File: src/sv/espc_pkg.sv
`timescale 1ns / 1ps
// Shared types, constants and register codes for the encoder speed P controller.
// Depends on nothing; every other file refers to it by scoped names.
package espc_pkg;

    // Scaling constants of the knob and motor encoders
    localparam int KNOB_STEPS        = 40;
    localparam int FULL_SPEED_COUNTS = 400;

    // Field widths
    localparam int COUNT_W    = 32;
    localparam int KNOB_W     = 16;
    localparam int GAIN_W     = 16;
    localparam int PERIOD_W   = 17;
    localparam int BAND_W     = 16;
    localparam int CFG_IDX_W  = 2;
    localparam int CFG_DATA_W = 17;

    // Configuration register indexes
    localparam logic [CFG_IDX_W-1:0] CFG_GAIN   = 2'd0;
    localparam logic [CFG_IDX_W-1:0] CFG_PERIOD = 2'd1;
    localparam logic [CFG_IDX_W-1:0] CFG_BAND   = 2'd2;

    // Item kinds
    localparam logic CMD_SPEED   = 1'b0;
    localparam logic CMD_CONTROL = 1'b1;

    // Register reset values
    localparam logic [GAIN_W-1:0]   GAIN_RESET   = 16'd3277;
    localparam logic [PERIOD_W-1:0] PERIOD_RESET = 17'd1001;
    localparam logic [BAND_W-1:0]   BAND_RESET   = 16'd4;

    // Knob delta after clamping, and the target sum before saturation
    localparam int DELTA_W   = $clog2(KNOB_STEPS + 1) + 1;
    localparam int TGT_SUM_W = KNOB_W + 1;
    localparam logic signed [KNOB_W-1:0]  KNOB_HI   = KNOB_W'(KNOB_STEPS);
    localparam logic signed [KNOB_W-1:0]  KNOB_LO   = KNOB_W'(-KNOB_STEPS);
    localparam logic signed [DELTA_W-1:0] DELTA_MAX = DELTA_W'(KNOB_STEPS);
    localparam logic signed [DELTA_W-1:0] DELTA_MIN = DELTA_W'(-KNOB_STEPS);

    // Error numerator: target * FULL_SPEED_COUNTS - speed * KNOB_STEPS
    localparam int TP_W  = KNOB_W + $clog2(FULL_SPEED_COUNTS + 1);
    localparam int SP_W  = COUNT_W + $clog2(KNOB_STEPS + 1);
    localparam int NUM_W = ((TP_W > SP_W) ? TP_W : SP_W) + 1;
    localparam logic signed [TP_W-1:0] FSC_MULT = TP_W'(FULL_SPEED_COUNTS);
    localparam logic signed [SP_W-1:0] KS_MULT  = SP_W'(KNOB_STEPS);

    // Serial divider: (mag << FRAC_W) / (KNOB_STEPS * FULL_SPEED_COUNTS)
    localparam int FRAC_W    = 16;
    localparam int DENOM     = KNOB_STEPS * FULL_SPEED_COUNTS;
    localparam int REM_W     = $clog2(DENOM);
    localparam int DIVD_W    = NUM_W + FRAC_W;
    localparam int DIV_CNT_W = $clog2(DIVD_W);
    localparam logic [REM_W:0] DENOM_V = (REM_W + 1)'(DENOM);

    // Serial multiplier: 32-bit multiplicand, period-wide multiplier
    localparam int QUOT_W    = 32;
    localparam int MCAND_W   = QUOT_W;
    localparam int MPLIER_W  = PERIOD_W;
    localparam int PROD_W    = MCAND_W + MPLIER_W;
    localparam int MUL_CNT_W = $clog2(MPLIER_W);

    typedef struct packed {
        logic               command;
        logic [COUNT_W-1:0] counter_value;
    } in_item_t;

    typedef struct packed {
        logic [PERIOD_W-1:0]      compare_value;
        logic                     direction;
        logic signed [KNOB_W-1:0] target_steps;
    } out_item_t;

    typedef struct packed {
        logic done;
        logic ovf;
    } div_status_t;

    typedef enum logic [3:0] {
        ST_IDLE,
        ST_KNOB,
        ST_TARGET,
        ST_SCALE,
        ST_DIFF,
        ST_ABS,
        ST_DIV_GO,
        ST_DIV,
        ST_GAIN,
        ST_PER_GO,
        ST_PER,
        ST_OUT
    } state_t;

endpackage

File: src/sv/encoder_speed_p_controller.sv
`timescale 1ns / 1ps
// Top level of the encoder speed P controller: sequencer, state and output register.
// Depends on espc_pkg, espc_div and espc_mul.
//
//   channel   ports                          payload      direction
//   input     s_valid / s_ready / s_data     in_item_t    in
//   result    m_valid / m_ready / m_data     out_item_t   out
//   config    cfg_we / cfg_index / cfg_wdata raw write    in
//
// A speed sample is taken in the idle state and gives no result.
// A control step holds s_ready low while it runs: the setup states ST_KNOB to ST_DIV_GO,
// the bit-serial divider and its done flag, the two passes of the shared multiplier
// (gain, then period), a state to start the second pass and one to load the result.
// The result register lets the next item in while a result waits; a new result
// stalls in the last state until m_ready frees the register.
// Reset is synchronous: state clears to zero, config and controller state take defaults.
module encoder_speed_p_controller (
    input  logic                              aclk,
    input  logic                              aresetn,
    input  logic                              s_valid,
    output logic                              s_ready,
    input  espc_pkg::in_item_t                s_data,
    output logic                              m_valid,
    input  logic                              m_ready,
    output espc_pkg::out_item_t               m_data,
    input  logic                              cfg_we,
    input  logic [espc_pkg::CFG_IDX_W-1:0]    cfg_index,
    input  logic [espc_pkg::CFG_DATA_W-1:0]   cfg_wdata
);

    espc_pkg::state_t state_reg, state_next;

    // Configuration
    logic [espc_pkg::GAIN_W-1:0]    gain_reg, gain_next;
    logic [espc_pkg::PERIOD_W-1:0]  period_reg, period_next;
    logic [espc_pkg::BAND_W-1:0]    band_reg, band_next;

    // Controller state
    logic [espc_pkg::COUNT_W-1:0]         last_motor_reg, last_motor_next;
    logic [espc_pkg::KNOB_W-1:0]          last_knob_reg, last_knob_next;
    logic signed [espc_pkg::COUNT_W-1:0]  speed_reg, speed_next;
    logic signed [espc_pkg::KNOB_W-1:0]   target_reg, target_next;

    // Working registers of one control step
    logic [espc_pkg::KNOB_W-1:0]          knob_in_reg, knob_in_next;
    logic signed [espc_pkg::DELTA_W-1:0]  delta_reg, delta_next;
    logic signed [espc_pkg::TP_W-1:0]     prod_t_reg, prod_t_next;
    logic signed [espc_pkg::SP_W-1:0]     prod_s_reg, prod_s_next;
    logic [espc_pkg::COUNT_W-1:0]         spd_mag_reg, spd_mag_next;
    logic signed [espc_pkg::NUM_W-1:0]    num_reg, num_next;
    logic [espc_pkg::NUM_W-1:0]           mag_reg, mag_next;
    logic                                 neg_reg, neg_next;
    logic                                 dead_reg, dead_next;
    logic                                 ovf_sat_reg, ovf_sat_next;
    logic                                 sat_reg, sat_next;
    logic [espc_pkg::QUOT_W-1:0]          duty_reg, duty_next;

    // Result register
    logic                  m_valid_reg, m_valid_next;
    espc_pkg::out_item_t   out_reg, out_next;

    // Unit connections
    logic                               div_start;
    espc_pkg::div_status_t              div_stat;
    logic [espc_pkg::QUOT_W-1:0]        div_quot;
    logic                               mul_start;
    logic [espc_pkg::MCAND_W-1:0]       mul_mcand;
    logic [espc_pkg::MPLIER_W-1:0]      mul_mplier;
    logic                               mul_done;
    logic [espc_pkg::PROD_W-1:0]        mul_prod;

    logic signed [espc_pkg::KNOB_W-1:0]    knob_diff;
    logic signed [espc_pkg::TGT_SUM_W-1:0] tgt_sum;
    logic [espc_pkg::PERIOD_W-1:0]         cmp;

    espc_div u_div (
        .aclk    (aclk),
        .aresetn (aresetn),
        .start   (div_start),
        .mag     (mag_reg),
        .status  (div_stat),
        .quot    (div_quot)
    );

    espc_mul u_mul (
        .aclk    (aclk),
        .aresetn (aresetn),
        .start   (mul_start),
        .mcand   (mul_mcand),
        .mplier  (mul_mplier),
        .done    (mul_done),
        .prod    (mul_prod)
    );

    assign s_ready = (state_reg == espc_pkg::ST_IDLE);

    // Knob delta and target sum feed the early steps
    assign knob_diff = knob_in_reg - last_knob_reg;
    assign tgt_sum   = espc_pkg::TGT_SUM_W'(target_reg) + espc_pkg::TGT_SUM_W'(delta_reg);

    // Compare value: dead zone first, then saturation, then the scaled duty
    always_comb begin
        if (dead_reg) begin
            cmp = '0;
        end else if (sat_reg) begin
            cmp = period_reg;
        end else begin
            cmp = mul_prod[espc_pkg::PROD_W-1:espc_pkg::QUOT_W];
        end
    end

    // Sequencer: next state, unit starts and datapath next values
    always_comb begin
        state_next      = state_reg;
        gain_next       = gain_reg;
        period_next     = period_reg;
        band_next       = band_reg;
        last_motor_next = last_motor_reg;
        last_knob_next  = last_knob_reg;
        speed_next      = speed_reg;
        target_next     = target_reg;
        knob_in_next    = knob_in_reg;
        delta_next      = delta_reg;
        prod_t_next     = prod_t_reg;
        prod_s_next     = prod_s_reg;
        spd_mag_next    = spd_mag_reg;
        num_next        = num_reg;
        mag_next        = mag_reg;
        neg_next        = neg_reg;
        dead_next       = dead_reg;
        ovf_sat_next    = ovf_sat_reg;
        sat_next        = sat_reg;
        duty_next       = duty_reg;
        m_valid_next    = m_valid_reg && !m_ready;
        out_next        = out_reg;
        div_start       = 1'b0;
        mul_start       = 1'b0;
        mul_mcand       = duty_reg;
        mul_mplier      = period_reg;

        // Register writes
        if (cfg_we) begin
            case (cfg_index)
                espc_pkg::CFG_GAIN:   gain_next   = cfg_wdata[espc_pkg::GAIN_W-1:0];
                espc_pkg::CFG_PERIOD: period_next = cfg_wdata[espc_pkg::PERIOD_W-1:0];
                espc_pkg::CFG_BAND:   band_next   = cfg_wdata[espc_pkg::BAND_W-1:0];
                default: ;
            endcase
        end

        case (state_reg)
            espc_pkg::ST_IDLE: begin
                if (s_valid) begin
                    if (s_data.command == espc_pkg::CMD_SPEED) begin
                        speed_next      = s_data.counter_value - last_motor_reg;
                        last_motor_next = s_data.counter_value;
                    end else begin
                        knob_in_next = s_data.counter_value[espc_pkg::KNOB_W-1:0];
                        state_next   = espc_pkg::ST_KNOB;
                    end
                end
            end
            espc_pkg::ST_KNOB: begin
                // Clamp the wrapped knob delta
                if (knob_diff > espc_pkg::KNOB_HI) begin
                    delta_next = espc_pkg::DELTA_MAX;
                end else if (knob_diff < espc_pkg::KNOB_LO) begin
                    delta_next = espc_pkg::DELTA_MIN;
                end else begin
                    delta_next = knob_diff[espc_pkg::DELTA_W-1:0];
                end
                last_knob_next = knob_in_reg;
                state_next     = espc_pkg::ST_TARGET;
            end
            espc_pkg::ST_TARGET: begin
                // Saturate the target at the 16-bit limits
                case (tgt_sum[espc_pkg::TGT_SUM_W-1:espc_pkg::TGT_SUM_W-2])
                    2'b01:   target_next = {1'b0, {(espc_pkg::KNOB_W-1){1'b1}}};
                    2'b10:   target_next = {1'b1, {(espc_pkg::KNOB_W-1){1'b0}}};
                    default: target_next = tgt_sum[espc_pkg::KNOB_W-1:0];
                endcase
                state_next = espc_pkg::ST_SCALE;
            end
            espc_pkg::ST_SCALE: begin
                prod_t_next  = espc_pkg::TP_W'(target_reg) * espc_pkg::FSC_MULT;
                prod_s_next  = espc_pkg::SP_W'(speed_reg) * espc_pkg::KS_MULT;
                spd_mag_next = speed_reg[espc_pkg::COUNT_W-1]
                             ? espc_pkg::COUNT_W'(-speed_reg)
                             : espc_pkg::COUNT_W'(speed_reg);
                state_next   = espc_pkg::ST_DIFF;
            end
            espc_pkg::ST_DIFF: begin
                num_next   = espc_pkg::NUM_W'(prod_t_reg) - espc_pkg::NUM_W'(prod_s_reg);
                dead_next  = (spd_mag_reg[espc_pkg::COUNT_W-1:espc_pkg::BAND_W] == '0)
                          && (spd_mag_reg[espc_pkg::BAND_W-1:0] < band_reg)
                          && (target_reg == '0);
                state_next = espc_pkg::ST_ABS;
            end
            espc_pkg::ST_ABS: begin
                neg_next   = num_reg[espc_pkg::NUM_W-1];
                mag_next   = num_reg[espc_pkg::NUM_W-1] ? espc_pkg::NUM_W'(-num_reg)
                                                        : espc_pkg::NUM_W'(num_reg);
                state_next = espc_pkg::ST_DIV_GO;
            end
            espc_pkg::ST_DIV_GO: begin
                div_start  = 1'b1;
                state_next = espc_pkg::ST_DIV;
            end
            espc_pkg::ST_DIV: begin
                // Error ready: start the gain multiply
                if (div_stat.done) begin
                    mul_start    = 1'b1;
                    mul_mcand    = div_quot;
                    mul_mplier   = espc_pkg::MPLIER_W'(gain_reg);
                    ovf_sat_next = div_stat.ovf && (gain_reg != '0);
                    state_next   = espc_pkg::ST_GAIN;
                end
            end
            espc_pkg::ST_GAIN: begin
                if (mul_done) begin
                    sat_next   = ovf_sat_reg
                              || (mul_prod[espc_pkg::PROD_W-1:espc_pkg::QUOT_W] != '0);
                    duty_next  = mul_prod[espc_pkg::QUOT_W-1:0];
                    state_next = espc_pkg::ST_PER_GO;
                end
            end
            espc_pkg::ST_PER_GO: begin
                mul_start  = 1'b1;
                state_next = espc_pkg::ST_PER;
            end
            espc_pkg::ST_PER: begin
                if (mul_done) begin
                    state_next = espc_pkg::ST_OUT;
                end
            end
            espc_pkg::ST_OUT: begin
                // Load the result once the output register is free
                if (!m_valid_reg || m_ready) begin
                    m_valid_next           = 1'b1;
                    out_next.compare_value = cmp;
                    out_next.direction     = neg_reg;
                    out_next.target_steps  = target_reg;
                    state_next             = espc_pkg::ST_IDLE;
                end
            end
            default: begin
                state_next = espc_pkg::ST_IDLE;
            end
        endcase
    end

    // Control, configuration and controller state
    always_ff @(posedge aclk) begin
        if (!aresetn) begin
            state_reg      <= espc_pkg::ST_IDLE;
            gain_reg       <= espc_pkg::GAIN_RESET;
            period_reg     <= espc_pkg::PERIOD_RESET;
            band_reg       <= espc_pkg::BAND_RESET;
            last_motor_reg <= '0;
            last_knob_reg  <= '0;
            speed_reg      <= '0;
            target_reg     <= '0;
            m_valid_reg    <= 1'b0;
        end else begin
            state_reg      <= state_next;
            gain_reg       <= gain_next;
            period_reg     <= period_next;
            band_reg       <= band_next;
            last_motor_reg <= last_motor_next;
            last_knob_reg  <= last_knob_next;
            speed_reg      <= speed_next;
            target_reg     <= target_next;
            m_valid_reg    <= m_valid_next;
        end
    end

    // Working values and result payload
    always_ff @(posedge aclk) begin
        knob_in_reg <= knob_in_next;
        delta_reg   <= delta_next;
        prod_t_reg  <= prod_t_next;
        prod_s_reg  <= prod_s_next;
        spd_mag_reg <= spd_mag_next;
        num_reg     <= num_next;
        mag_reg     <= mag_next;
        neg_reg     <= neg_next;
        dead_reg    <= dead_next;
        ovf_sat_reg <= ovf_sat_next;
        sat_reg     <= sat_next;
        duty_reg    <= duty_next;
        out_reg     <= out_next;
    end

    assign m_valid = m_valid_reg;
    assign m_data  = out_reg;

endmodule

File: src/sv/espc_div.sv
`timescale 1ns / 1ps
// Bit-serial restoring divider by the constant error denominator.
// Depends on espc_pkg; quotient above 32 bits is flagged through a sticky overflow.
module espc_div (
    input  logic                          aclk,
    input  logic                          aresetn,
    input  logic                          start,
    input  logic [espc_pkg::NUM_W-1:0]    mag,
    output espc_pkg::div_status_t         status,
    output logic [espc_pkg::QUOT_W-1:0]   quot
);

    logic                            busy_reg, busy_next;
    logic                            done_reg, done_next;
    logic [espc_pkg::DIV_CNT_W-1:0]  cnt_reg, cnt_next;
    logic [espc_pkg::DIVD_W-1:0]     divd_reg, divd_next;
    logic [espc_pkg::REM_W-1:0]      rem_reg, rem_next;
    logic [espc_pkg::QUOT_W-1:0]     quot_reg, quot_next;
    logic                            ovf_reg, ovf_next;
    logic [espc_pkg::REM_W:0]        trial;
    logic                            take;

    // One dividend bit per cycle, MSB first
    always_comb begin
        trial     = {rem_reg, divd_reg[espc_pkg::DIVD_W-1]};
        take      = (trial >= espc_pkg::DENOM_V);
        busy_next = busy_reg;
        done_next = 1'b0;
        cnt_next  = cnt_reg;
        divd_next = divd_reg;
        rem_next  = rem_reg;
        quot_next = quot_reg;
        ovf_next  = ovf_reg;
        if (start) begin
            busy_next = 1'b1;
            cnt_next  = espc_pkg::DIV_CNT_W'(espc_pkg::DIVD_W - 1);
            divd_next = {mag, espc_pkg::FRAC_W'(0)};
            rem_next  = '0;
            quot_next = '0;
            ovf_next  = 1'b0;
        end else if (busy_reg) begin
            divd_next = {divd_reg[espc_pkg::DIVD_W-2:0], 1'b0};
            rem_next  = take ? espc_pkg::REM_W'(trial - espc_pkg::DENOM_V)
                             : espc_pkg::REM_W'(trial);
            quot_next = {quot_reg[espc_pkg::QUOT_W-2:0], take};
            // Any bit pushed out of the top means the quotient needs more than 32 bits
            ovf_next  = ovf_reg | quot_reg[espc_pkg::QUOT_W-1];
            cnt_next  = cnt_reg - 1'b1;
            if (cnt_reg == '0) begin
                busy_next = 1'b0;
                done_next = 1'b1;
            end
        end
    end

    // Hold control flags under reset
    always_ff @(posedge aclk) begin
        if (!aresetn) begin
            busy_reg <= 1'b0;
            done_reg <= 1'b0;
        end else begin
            busy_reg <= busy_next;
            done_reg <= done_next;
        end
    end

    // Advance the datapath shift registers
    always_ff @(posedge aclk) begin
        cnt_reg  <= cnt_next;
        divd_reg <= divd_next;
        rem_reg  <= rem_next;
        quot_reg <= quot_next;
        ovf_reg  <= ovf_next;
    end

    assign status.done = done_reg;
    assign status.ovf  = ovf_reg;
    assign quot        = quot_reg;

endmodule

File: src/sv/espc_mul.sv
`timescale 1ns / 1ps
// Bit-serial shift-add multiplier, one multiplier bit per cycle, LSB first.
// Depends on espc_pkg; the product holds after done until the next start.
module espc_mul (
    input  logic                           aclk,
    input  logic                           aresetn,
    input  logic                           start,
    input  logic [espc_pkg::MCAND_W-1:0]   mcand,
    input  logic [espc_pkg::MPLIER_W-1:0]  mplier,
    output logic                           done,
    output logic [espc_pkg::PROD_W-1:0]    prod
);

    logic                            busy_reg, busy_next;
    logic                            done_reg, done_next;
    logic [espc_pkg::MUL_CNT_W-1:0]  cnt_reg, cnt_next;
    logic [espc_pkg::MCAND_W-1:0]    mcand_reg, mcand_next;
    logic [espc_pkg::PROD_W-1:0]     prod_reg, prod_next;
    logic [espc_pkg::MCAND_W:0]      sum;

    // Add the multiplicand into the upper half when the current bit is set, then shift
    always_comb begin
        sum = (espc_pkg::MCAND_W + 1)'(prod_reg[espc_pkg::PROD_W-1:espc_pkg::MPLIER_W])
            + (espc_pkg::MCAND_W + 1)'(prod_reg[0] ? mcand_reg : '0);
        busy_next  = busy_reg;
        done_next  = 1'b0;
        cnt_next   = cnt_reg;
        mcand_next = mcand_reg;
        prod_next  = prod_reg;
        if (start) begin
            busy_next  = 1'b1;
            cnt_next   = espc_pkg::MUL_CNT_W'(espc_pkg::MPLIER_W - 1);
            mcand_next = mcand;
            prod_next  = {espc_pkg::MCAND_W'(0), mplier};
        end else if (busy_reg) begin
            prod_next = {sum, prod_reg[espc_pkg::MPLIER_W-1:1]};
            cnt_next  = cnt_reg - 1'b1;
            if (cnt_reg == '0) begin
                busy_next = 1'b0;
                done_next = 1'b1;
            end
        end
    end

    always_ff @(posedge aclk) begin
        if (!aresetn) begin
            busy_reg <= 1'b0;
            done_reg <= 1'b0;
        end else begin
            busy_reg <= busy_next;
            done_reg <= done_next;
        end
    end

    always_ff @(posedge aclk) begin
        cnt_reg   <= cnt_next;
        mcand_reg <= mcand_next;
        prod_reg  <= prod_next;
    end

    assign done = done_reg;
    assign prod = prod_reg;

endmodule

File: config.mk
export PLATFORM = sky130hd
export DESIGN_NAME = encoder_speed_p_controller
export DESIGN_NICKNAME = d
export VERILOG_FILES = /design/src/sv/espc_pkg.sv /design/src/sv/encoder_speed_p_controller.sv /design/src/sv/espc_div.sv /design/src/sv/espc_mul.sv
export SDC_FILE = /design/constraint.sdc
export NUM_CORES = 1
export LEC_CHECK = 0
export BUFFER_PORTS_ARGS = -buffer_cell sky130_fd_sc_hd__buf_2
export CORE_ASPECT_RATIO = 1.4
export CORE_MARGIN = 1
export CORE_UTILIZATION = 25
export DETAILED_ROUTE_END_ITERATION = 6
export PLACE_DENSITY_LB_ADDON = 0.08
export SLEW_MARGIN = 0
export SYNTH_ARGS = -nofsm -noshare
export SYNTH_HDL_FRONTEND = slang
export SYNTH_HIERARCHICAL = 1
export SYNTH_SLANG_ARGS = --single-unit
export TNS_END_PERCENT = 5
File: constraint.sdc
create_clock -name aclk -period 21.3 [get_ports aclk]
set_input_delay 4.26 -clock aclk [delete_from_list [all_inputs] [get_ports aclk]]
set_output_delay 4.26 -clock aclk [all_outputs]
set_load 0.005 [all_outputs]
==> results.sh, run 1 <==
export IMPL_setup_viol=0
export IMPL_min_period_ns=6.95
export IMPL_dp_final_hpwl_microns=70100
export IMPL_ys_async_sr_fraction=0
export IMPL_yosys_warnings=6
export IMPL_crit_path_max_fanout=4
export IMPL_layout_drive_gt1_share=0.117
export IMPL_drt_iter0_markers=995
export IMPL_vias=23200
export IMPL_cts_htree_levels=3
export IMPL_vdd_drop_max_uv=60.3
export IMPL_start_util=0.252
export IMPL_grt_usage=0.141
export IMPL_cts_tree="yes"
export IMPL_post_route_period_util=0.326
export IMPL_grt_pass1_wl_microns=145000
export IMPL_routed_wirelength_microns=94100
export IMPL_cap_violations=0
export IMPL_clk_pin_slew_ns=0.07
export IMPL_viasPerCell=4.52
export IMPL_synth_seq_cells=584
export IMPL_worst_slew_pin_slew_ns=1.10
export IMPL_overflow=0
export IMPL_timing_fmax_mhz=144
export IMPL_worstPathRequired_ns=21.90
export IMPL_cts_made_buffers=73
export IMPL_critPathArrivalTime_ns=7.56
export IMPL_synth_ff_type="edfxtp_1"
export IMPL_end_kind="register"
export IMPL_die_h_microns=432
export IMPL_p_total_mw=4.07
export IMPL_insertion_delay_ns=0.67
export IMPL_grt_max_degree=75
export IMPL_syn2layout_area_growth_pct=15.3
export IMPL_cts_resized=0
export IMPL_gp_congestion=0.786
export IMPL_pin_count=93
export IMPL_critPathLaunchType="input port"
export IMPL_r2r_start="target_reg[2]"
export IMPL_postLayoutCoreUtil=0.291
export IMPL_nFillCells=13800
export IMPL_seq_area_frac_synth=0.456
export IMPL_final_setup_tns_ns=0
export IMPL_cts_sinks=584
export IMPL_cts_root_buffer="clkbuf_16"
export IMPL_dp_cells=4986
export IMPL_slew_viol_final=0
export IMPL_rr_endpoint="prod_t_reg[24]"
export IMPL_nets=3654
export IMPL_rsz0062_at_grt="false"
export IMPL_dr_wl_met3_microns=2650
export IMPL_synth_edf_count=340
export IMPL_ant_nets=0
export IMPL_post_drt_wl_per_cell_microns=18.4
export IMPL_post_cts_buffers=0
export IMPL_outcome="finished clean"
export IMPL_die_x_microns=309
export IMPL_path_class="in -> reg"
export IMPL_port_buffers=92
export IMPL_worstHoldEndpoint="m_data[16]"
export IMPL_clockBufferDepth=3
export IMPL_die_area_sq_um=134000
export IMPL_rr_worst_depth=16
export IMPL_largest_reg_flops=49
export IMPL_met2WireLength_microns=51000
export IMPL_rrSetupSlack_ns=16.86
export IMPL_top_layer_used="met5"
export IMPL_core_area_sq_um=131000
export IMPL_wl_met1_microns=37900
export IMPL_netlist_instances=3231
export IMPL_hold_path_startpoint="neg_reg"
export IMPL_avgSynthCellArea_sq_um=10.2
export IMPL_synth_cell_area_sq_um=33100
export IMPL_layoutNonFillerInstCount=5123
export IMPL_grt_pass1_vias=24100
export IMPL_maxSlewHeadroom=0.270
export IMPL_power_density_nw_per_um2=107
export IMPL_fin_skew_ns=0.0443
export IMPL_num_rows=157
export IMPL_hold_buffers=0
export IMPL_drc=0
export IMPL_leakage_nw=14.8
export IMPL_synthDistinctLibCells=92
export IMPL_finalHoldViolations=0
export IMPL_whs_path_depth=0
export IMPL_hold_class="reg -> reg"
export IMPL_firstDrtPassIters=5
export IMPL_antenna_found_initial=2
-- cell usage in the layout, fill, tap and decap left out, types with 12 or more instances in the layout --
cell,netlist,final
buf_2,4,91
a21boi_0,93,92
a21o_1,53,53
xnor2_1,160,160
dfxtp_1,244,243
and3_1,21,20
or3_1,30,30
mux2i_1,68,68
nor3_1,43,42
xor2_1,49,49
o21bai_1,17,17
clkbuf_16,0,74
edfxtp_1,340,340
nand4_1,16,16
nor2_1,186,183
nor4_1,19,19
o21a_1,31,31
a31oi_1,22,22
nand3b_1,13,13
o21ai_0,164,164
a211oi_1,20,20
nor2b_1,27,27
o31ai_1,33,33
ha_1,265,265
nand2b_1,37,37
fa_1,20,20
o211ai_1,17,17
and2_1,57,57
clkinv_2,0,12
inv_1,226,226
nand2_1,337,337
a21oi_1,162,162
nand3_1,67,67
mux2_2,104,104
buf_4,4,28
-- logic make-up (layout without fill, tap and decap cells) --
logic type,Yosys count,after routing,synth area share
AO/OA/AOI/OAI,729,729,0.147
XOR/XNOR,209,209,0.0553
adder cells (fa/ha/maj),285,285,0.112
buffers and inverters,342,482,0.0401
flip-flops,584,584,0.456
multiplexers,172,172,0.0560
other,1,4,0.000113
AND/OR/NAND/NOR,909,909,0.133
-- critical path, cell delays in order --
cell and delay (ns):
buf_2 0.09, inv_1 0.04, ha_1 0.21, fa_1 0.41
nor2b_1 0.17, o2111ai_1 0.16, a31oi_1 0.34, o211ai_1 0.28
o21ai_0 0.62, a21o_1 0.21, a21oi_1 0.07, or4b_2 0.63
nand3_1 0.08
-- stage by stage --
stage	setup slack [ns]	hold slack, ns	cell area (sq um)
3_3_place_gp	13.64	0.433	35600
4_1_cts	14.37	0.444	38100
5_1_grt	14.06	0.452	38100
6_report	14.35	0.433	38100
2_1_floorplan	13.97	0.400	33100
3_5_place_dp	13.64	0.425	35600
-- worst max-delay path by stage --
stage,startpoint,end,slack (ns)
floorplan,state_reg[1],prod_s_reg[10],13.97
global placement,s_data[0],speed_reg[24],13.64
detailed placement,s_data[0],speed_reg[24],13.64
CTS,s_data[0],speed_reg[24],14.37
global route,s_data[0],speed_reg[24],14.06
finish,s_data[0],speed_reg[24],14.35
-- per-layer routing --
metal / up-vias / GRT usage
met1: 11000 / 0.156
li1: 11800 / -
met5: - / 0
met4: 2 / 0.0503
met3: 117 / 0.0195
met2: 239 / 0.271
-- power by group --
part           total (mW)  internal (mW)  switching (mW)  leakage, nW
combinational        1.23          0.491           0.740         8.44
clock                1.35          0.805           0.543         1.25
sequential           1.49           1.36           0.134         5.09
total                4.07           2.66            1.42         14.8
-- synthesized netlist by cell type, types with 22 or more instances --
cell type / n / area [sq um]
edfxtp_1: 340 / 10200
nand2_1: 337 / 1260
ha_1: 265 / 3320
dfxtp_1: 244 / 4880
inv_1: 226 / 848
nor2_1: 186 / 698
o21ai_0: 164 / 821
a21oi_1: 162 / 811
xnor2_1: 160 / 1400
mux2_2: 104 / 1170
clkbuf_1: 97 / 364
a21boi_0: 93 / 698
mux2i_1: 68 / 681
nand3_1: 67 / 335
and2_1: 57 / 357
a21o_1: 53 / 398
xor2_1: 49 / 429
nor3_1: 43 / 215
nand2b_1: 37 / 231
o31ai_1: 33 / 248
o21a_1: 31 / 233
or3_1: 30 / 188
nor2b_1: 27 / 169
a31oi_1: 22 / 138
-- final cells by class --
class	instances	area, sq um	share of cell area
antenna	1	2.50	0.0000656
clock buffer	92	1990	0.0522
clock inverter	44	603	0.0158
inverter	227	852	0.0223
multi-input combinational	2307	16700	0.439
sequential	584	15100	0.396
tap	1749	2190	0.0574
timing repair buffer	119	666	0.0175
Note: power is estimated with default switching activity, not from simulation.
==> run 2: changes to the inputs <==
==> constraint.sdc (replaced) <==
create_clock -name aclk -period 6.3 [get_ports aclk]
set_input_delay 1.26 -clock aclk [delete_from_list [all_inputs] [get_ports aclk]]
set_output_delay 1.26 -clock aclk [all_outputs]
set_load 0.005 [all_outputs]
==> run 2 against run 1 <==
Non-clock buffer count unchanged. Worst setup slack got worse by 12 ns. Critical path type is now reg -> reg. First-iteration DRC count up 6.5%. Final cell count about the same. Sequential cell count stayed put. Cell area is 0.51% lower. Global-route usage about the same. Die area unchanged. Register-to-register slack lost 15 ns. Sequential power rose to 3.4 times the previous value. Combinational power grew to 3.4 times the previous value. Sequential share of layout area rose by 0.20 points.
==> results.sh, run 2 (synthesized netlist as in run 1, its figures left out) <==
export IMPL_clk_pin_slew_ns=0.06
export IMPL_drc=0
export IMPL_timing_fmax_mhz=239
export IMPL_port_buffers=92
export IMPL_nets=3653
export IMPL_cts_sinks=584
export IMPL_grt_pass1_vias=23800
export IMPL_layoutNonFillerInstCount=5120
export IMPL_cts_htree_levels=3
export IMPL_die_h_microns=432
export IMPL_maxSlewHeadroom=0.281
export IMPL_post_cts_buffers=0
export IMPL_final_common_cell="edfxtp_1"
export IMPL_crit_path_max_fanout=15
export IMPL_vdd_drop_max_uv=206
export IMPL_cts_resized=0
export IMPL_syn2layout_area_growth_pct=14.7
export IMPL_pin_count=93
export IMPL_grt_usage=0.141
export IMPL_cts_made_buffers=72
export IMPL_overflow=0
export IMPL_die_x_microns=309
export IMPL_setup_viol=0
export IMPL_hold_buffers=0
export IMPL_fin_skew_ns=0.0357
export IMPL_power_density_nw_per_um2=354
export IMPL_postLayoutCoreUtil=0.290
export IMPL_slew_viol_final=0
export IMPL_routed_wirelength_microns=93800
export IMPL_drt_iter0_markers=1060
export IMPL_hold_class="reg -> reg"
export IMPL_largest_reg_flops=49
export IMPL_cts_tree="yes"
export IMPL_clockBufferDepth=3
export IMPL_core_area_sq_um=131000
export IMPL_final_setup_tns_ns=0
export IMPL_antenna_found_initial=1
export IMPL_post_route_period_util=0.663
export IMPL_seq_area_sq_um=15100
export IMPL_multi_input_area_sq_um=16800
export IMPL_post_drt_wl_per_cell_microns=18.3
export IMPL_min_period_ns=4.18
export IMPL_p_total_mw=13.4
export IMPL_path_class="reg -> reg"
export IMPL_start_util=0.252
export IMPL_num_rows=157
export IMPL_critPathArrivalTime_ns=4.73
export IMPL_viasPerCell=4.51
export IMPL_layout_drive_gt1_share=0.113
export IMPL_die_area_sq_um=134000
export IMPL_cts_root_buffer="clkbuf_16"
export IMPL_gp_congestion=0.787
export IMPL_leakage_nw=14.7
export IMPL_dp_final_hpwl_microns=70500
export IMPL_ant_nets=0
export IMPL_nFillCells=13800
export IMPL_outcome="finished clean"
export IMPL_worst_slew_pin_slew_ns=1.08
export IMPL_end_kind="register"
export IMPL_rsz0062_at_grt="false"
export IMPL_grt_pass1_wl_microns=145000
export IMPL_firstDrtPassIters=5
export IMPL_dp_cells=4986
export IMPL_fin_ws_ns=2.12
export IMPL_final_cell_mix="340 x edfxtp_1, 337 x nand2_1, 265 x ha_1"
export IMPL_finalHoldViolations=0
export IMPL_grt_max_degree=69
export IMPL_placement_setup_worst_slack_ns=1.96
export IMPL_antenna_cells=0
export IMPL_critPathLaunchType="register"
export IMPL_worstPathRequired_ns=6.85
export IMPL_vias=23100
export IMPL_cap_violations=0
export IMPL_insertion_delay_ns=0.68
[run 2: cell types whose count changed in the layout (fill, tap and decap cells not counted), sizes merged]
cell / previous run / this run
bufinv: 11 / 5
clkbuf: 92 / 94
diode: 1 / 0
clkinvlp: 6 / 1
clkinv: 25 / 33
inv: 229 / 228
[run 2: layout make-up]
| class | count | area share |
|---|---|---|
| multi-input cells | 2307 | 0.441 |
| clock inverters | 40 | 0.0110 |
| clock buffers | 94 | 0.0521 |
| inverters | 227 | 0.0225 |
| flip-flops and latches | 584 | 0.398 |
| well taps | 1749 | 0.0577 |
| repair buffers | 119 | 0.0175 |
[run 2: layer usage]
metal	global-route usage	vias up	wire length [microns]
met4	0.0496	0	2450
met2	0.272	235	51100
met3	0.0170	113	2110
met1	0.157	11000	38100
li1	-	11800	-
met5	0	-	0
[run 2: final timing paths]
| path | startpoint | endpoint | slack (ns) | depth (start not counted) |
|---|---|---|---|---|
| worst min register to register | neg_reg | m_data[16] | 0.42 | 0 |
| worst max register to register | target_reg[0] | target_reg[10] | 2.12 | 17 |
| worst min-delay path | neg_reg | m_data[16] | 0.42 | 0 |
| worst max-delay path | target_reg[0] | target_reg[10] | 2.12 | 17 |
[run 2: critical path: stages, from the launching register on]
cell	delay, ns
dfxtp_1	0.49
ha_1	0.25
inv_1	0.06
fa_1	0.40
nor2b_1	0.17
o31ai_1	0.12
a21oi_1	0.26
o2111ai_1	0.20
a31oi_1	0.24
a311o_1	0.25
nand2_1	0.06
a31o_2	0.24
ha_1	0.27
buf_4	0.20
inv_1	0.09
nand2_1	0.13
nand2_1	0.28
o221a_2	0.34
[run 2: metrics by stage]
stage | instance area, sq um | hold WS (ns)
CTS | 38000 | 0.428
global route | 38000 | 0.447
finish | 38000 | 0.422
detailed placement | 35600 | 0.413
floorplan | 33100 | 0.400
global placement | 35600 | 0.409
[run 2: report_power, final]
group | total (mW) | switching (mW) | internal [mW]
clock | 4.24 | 1.79 | 2.45
combinational | 4.14 | 2.47 | 1.66
sequential | 5.05 | 0.448 | 4.60
total | 13.4 | 4.72 | 8.71
==> run 3: changes to the inputs <==
==> constraint.sdc (replaced) <==
create_clock -name aclk -period 4.3 [get_ports aclk]
set_input_delay 0.86 -clock aclk [delete_from_list [all_inputs] [get_ports aclk]]
set_output_delay 0.86 -clock aclk [all_outputs]
set_load 0.005 [all_outputs]
==> run 3 against run 2 <==
Clock skew increased by 0.00050 ns. First-iteration DRC count decreased by 0.47%. Worst hold slack got worse by 0.017 ns. Sequential cell count unchanged. Cell area increased by 0.84%. Final cell count increased by 0.49%. Die area unchanged. Sequential share of layout area decreased by 0.33 points. Register-to-register slack got worse by 1.8 ns. Clock power increased by 50%. Highest routed layer unchanged. Via count increased by 0.55%. Critical path type unchanged. Sequential power increased by 44%.
==> results.sh, run 3 (synthesized netlist as in run 1, its figures left out) <==
export IMPL_outcome="finished clean"
export IMPL_min_period_ns=3.96
export IMPL_crit_slowest_cell="dfxtp_1"
export IMPL_multi_input_area_sq_um=16800
export IMPL_cap_violations=0
export IMPL_grt_pass1_wl_microns=147000
export IMPL_die_x_microns=309
export IMPL_hold_class="in -> reg"
export IMPL_grt_pass1_vias=24300
export IMPL_setup_viol=0
export IMPL_post_cts_buffers=0
export IMPL_placement_setup_worst_slack_ns=0.307
export IMPL_nets=3678
export IMPL_layout_drive_gt1_share=0.123
export IMPL_timing_fmax_mhz=252
export IMPL_crit_chain="ha_1, a211oi_1, o21ai_0, a221o_1, o31ai_1, o211ai_1, a21oi_1, xnor2_1, inv_1, ha_1, inv_1, nand2_1, nand2_1, o221a_2"
export IMPL_cts_sinks=584
export IMPL_clk_pin_slew_ns=0.06
export IMPL_final_common_cell="edfxtp_1"
export IMPL_routed_wirelength_microns=95500
export IMPL_core_area_sq_um=131000
export IMPL_end_kind="register"
export IMPL_dp_cells=5010
export IMPL_final_cell_mix="340 x edfxtp_1, 337 x nand2_1, 265 x ha_1"
export IMPL_leakage_nw=14.9
export IMPL_maxSlewHeadroom=0.270
export IMPL_busiest_layer="met2"
export IMPL_cts_tree="yes"
export IMPL_fin_ws_ns=0.338
export IMPL_cts_resized=0
export IMPL_worst_slew_pin_slew_ns=1.09
export IMPL_finalHoldViolations=0
export IMPL_num_rows=157
export IMPL_vdd_drop_max_uv=330
export IMPL_layoutNonFillerInstCount=5145
export IMPL_largest_reg_flops=49
export IMPL_firstDrtPassIters=5
export IMPL_post_drt_wl_per_cell_microns=18.6
export IMPL_cts_root_buffer="clkbuf_16"
export IMPL_cpPeakStageDelay_ns=0.48
export IMPL_syn2layout_area_growth_pct=15.7
export IMPL_hold_buffers=0
export IMPL_die_h_microns=432
export IMPL_cts_made_buffers=73
export IMPL_crit_path_max_fanout=12
export IMPL_antenna_found_initial=1
export IMPL_ant_nets=0
export IMPL_use_met1=0.158
export IMPL_critPathArrivalTime_ns=4.51
export IMPL_post_route_period_util=0.921
export IMPL_drt_iter0_markers=1055
export IMPL_holdWs_ns=0.405
export IMPL_overflow=0
export IMPL_start_util=0.252
export IMPL_grt_usage=0.144
export IMPL_grt_use_met2=0.280
export IMPL_gp_congestion=0.789
export IMPL_pin_count=93
export IMPL_place_area_sq_um=35800
export IMPL_rrSetupSlack_ns=0.34
export IMPL_drc=0
export IMPL_clockBufferDepth=3
export IMPL_fin_skew_ns=0.0362
export IMPL_die_area_sq_um=134000
export IMPL_rsz0062_at_grt="false"
export IMPL_viasPerCell=4.51
export IMPL_vias=23200
export IMPL_dp_final_hpwl_microns=71800
export IMPL_slew_viol_final=0
export IMPL_cts_htree_levels=3
export IMPL_use_met3=0.0179
export IMPL_worstPathRequired_ns=4.84
export IMPL_stdcell_area_sq_um=38300
export IMPL_seq_area_sq_um=15100
export IMPL_critPathLaunchType="register"
export IMPL_nFillCells=13800
export IMPL_insertion_delay_ns=0.68
export IMPL_path_class="reg -> reg"
export IMPL_grt_max_degree=88
export IMPL_power_density_nw_per_um2=523
export IMPL_port_buffers=92
[run 3: cell types whose count changed in the layout (fill, tap and decap cells not counted), moves of 3 or more]
cell / change
buf_4: +20
clkinv_1: -12
clkbuf_8: +6
buf_12: +4
inv_6: +3
[run 3: stage by stage]
stage          setup TNS, ns   util  power [mW]
2_1_floorplan         -77.91      -        11.8
6_report                   0  0.292        20.0
5_1_grt                    0  0.292        21.5
4_1_cts                    0  0.292        20.5
3_3_place_gp               0  0.273        14.0
3_5_place_dp               0  0.273        14.0
[run 3: worst paths after layout]
kind / start / to / depth (start not counted)
setup / recovery: target_reg[1] / target_reg[10] / 14
hold / removal: s_data[2] / knob_in_reg[2] / 1
setup reg to reg: target_reg[1] / target_reg[10] / 14
hold reg to reg: neg_reg / m_data[16] / 0
[run 3: metal layers]
metal  routed length (microns)  share of wire  up-vias
met5                         0              0        -
met4                      2230          0.023        0
met3                      2120          0.022      102
met2                     52600           0.55      213
met1                     38600           0.40    11100
li1                          -              -    11800
[run 3: worst max-delay path, delay by kind of cell (launching register included)]
kind                       cells  cell delay, ns
AOI/OAI and AO/OA              7            2.10
adders and majority gates      2            0.60
DFF                            1            0.48
and+or+nand+nor                2            0.35
xor gates and xnor gates       1            0.19
buffers and inverters          2            0.13
[run 3: where the power goes]
part / internal, mW / switching, mW
Combinational: 2.56 / 3.83
Sequential: 6.74 / 0.552
Clock: 3.66 / 2.69
Total: 13.0 / 7.08
[run 3: layout make-up]
class / count / area share
diodes: 1 / 0.0000654
well taps: 1749 / 0.0572
repair buffers: 143 / 0.0234
flip-flops and latches: 584 / 0.395
clock inverters: 33 / 0.00955
inverters: 227 / 0.0223
multi-input cells: 2307 / 0.438
clock buffers: 101 / 0.0550
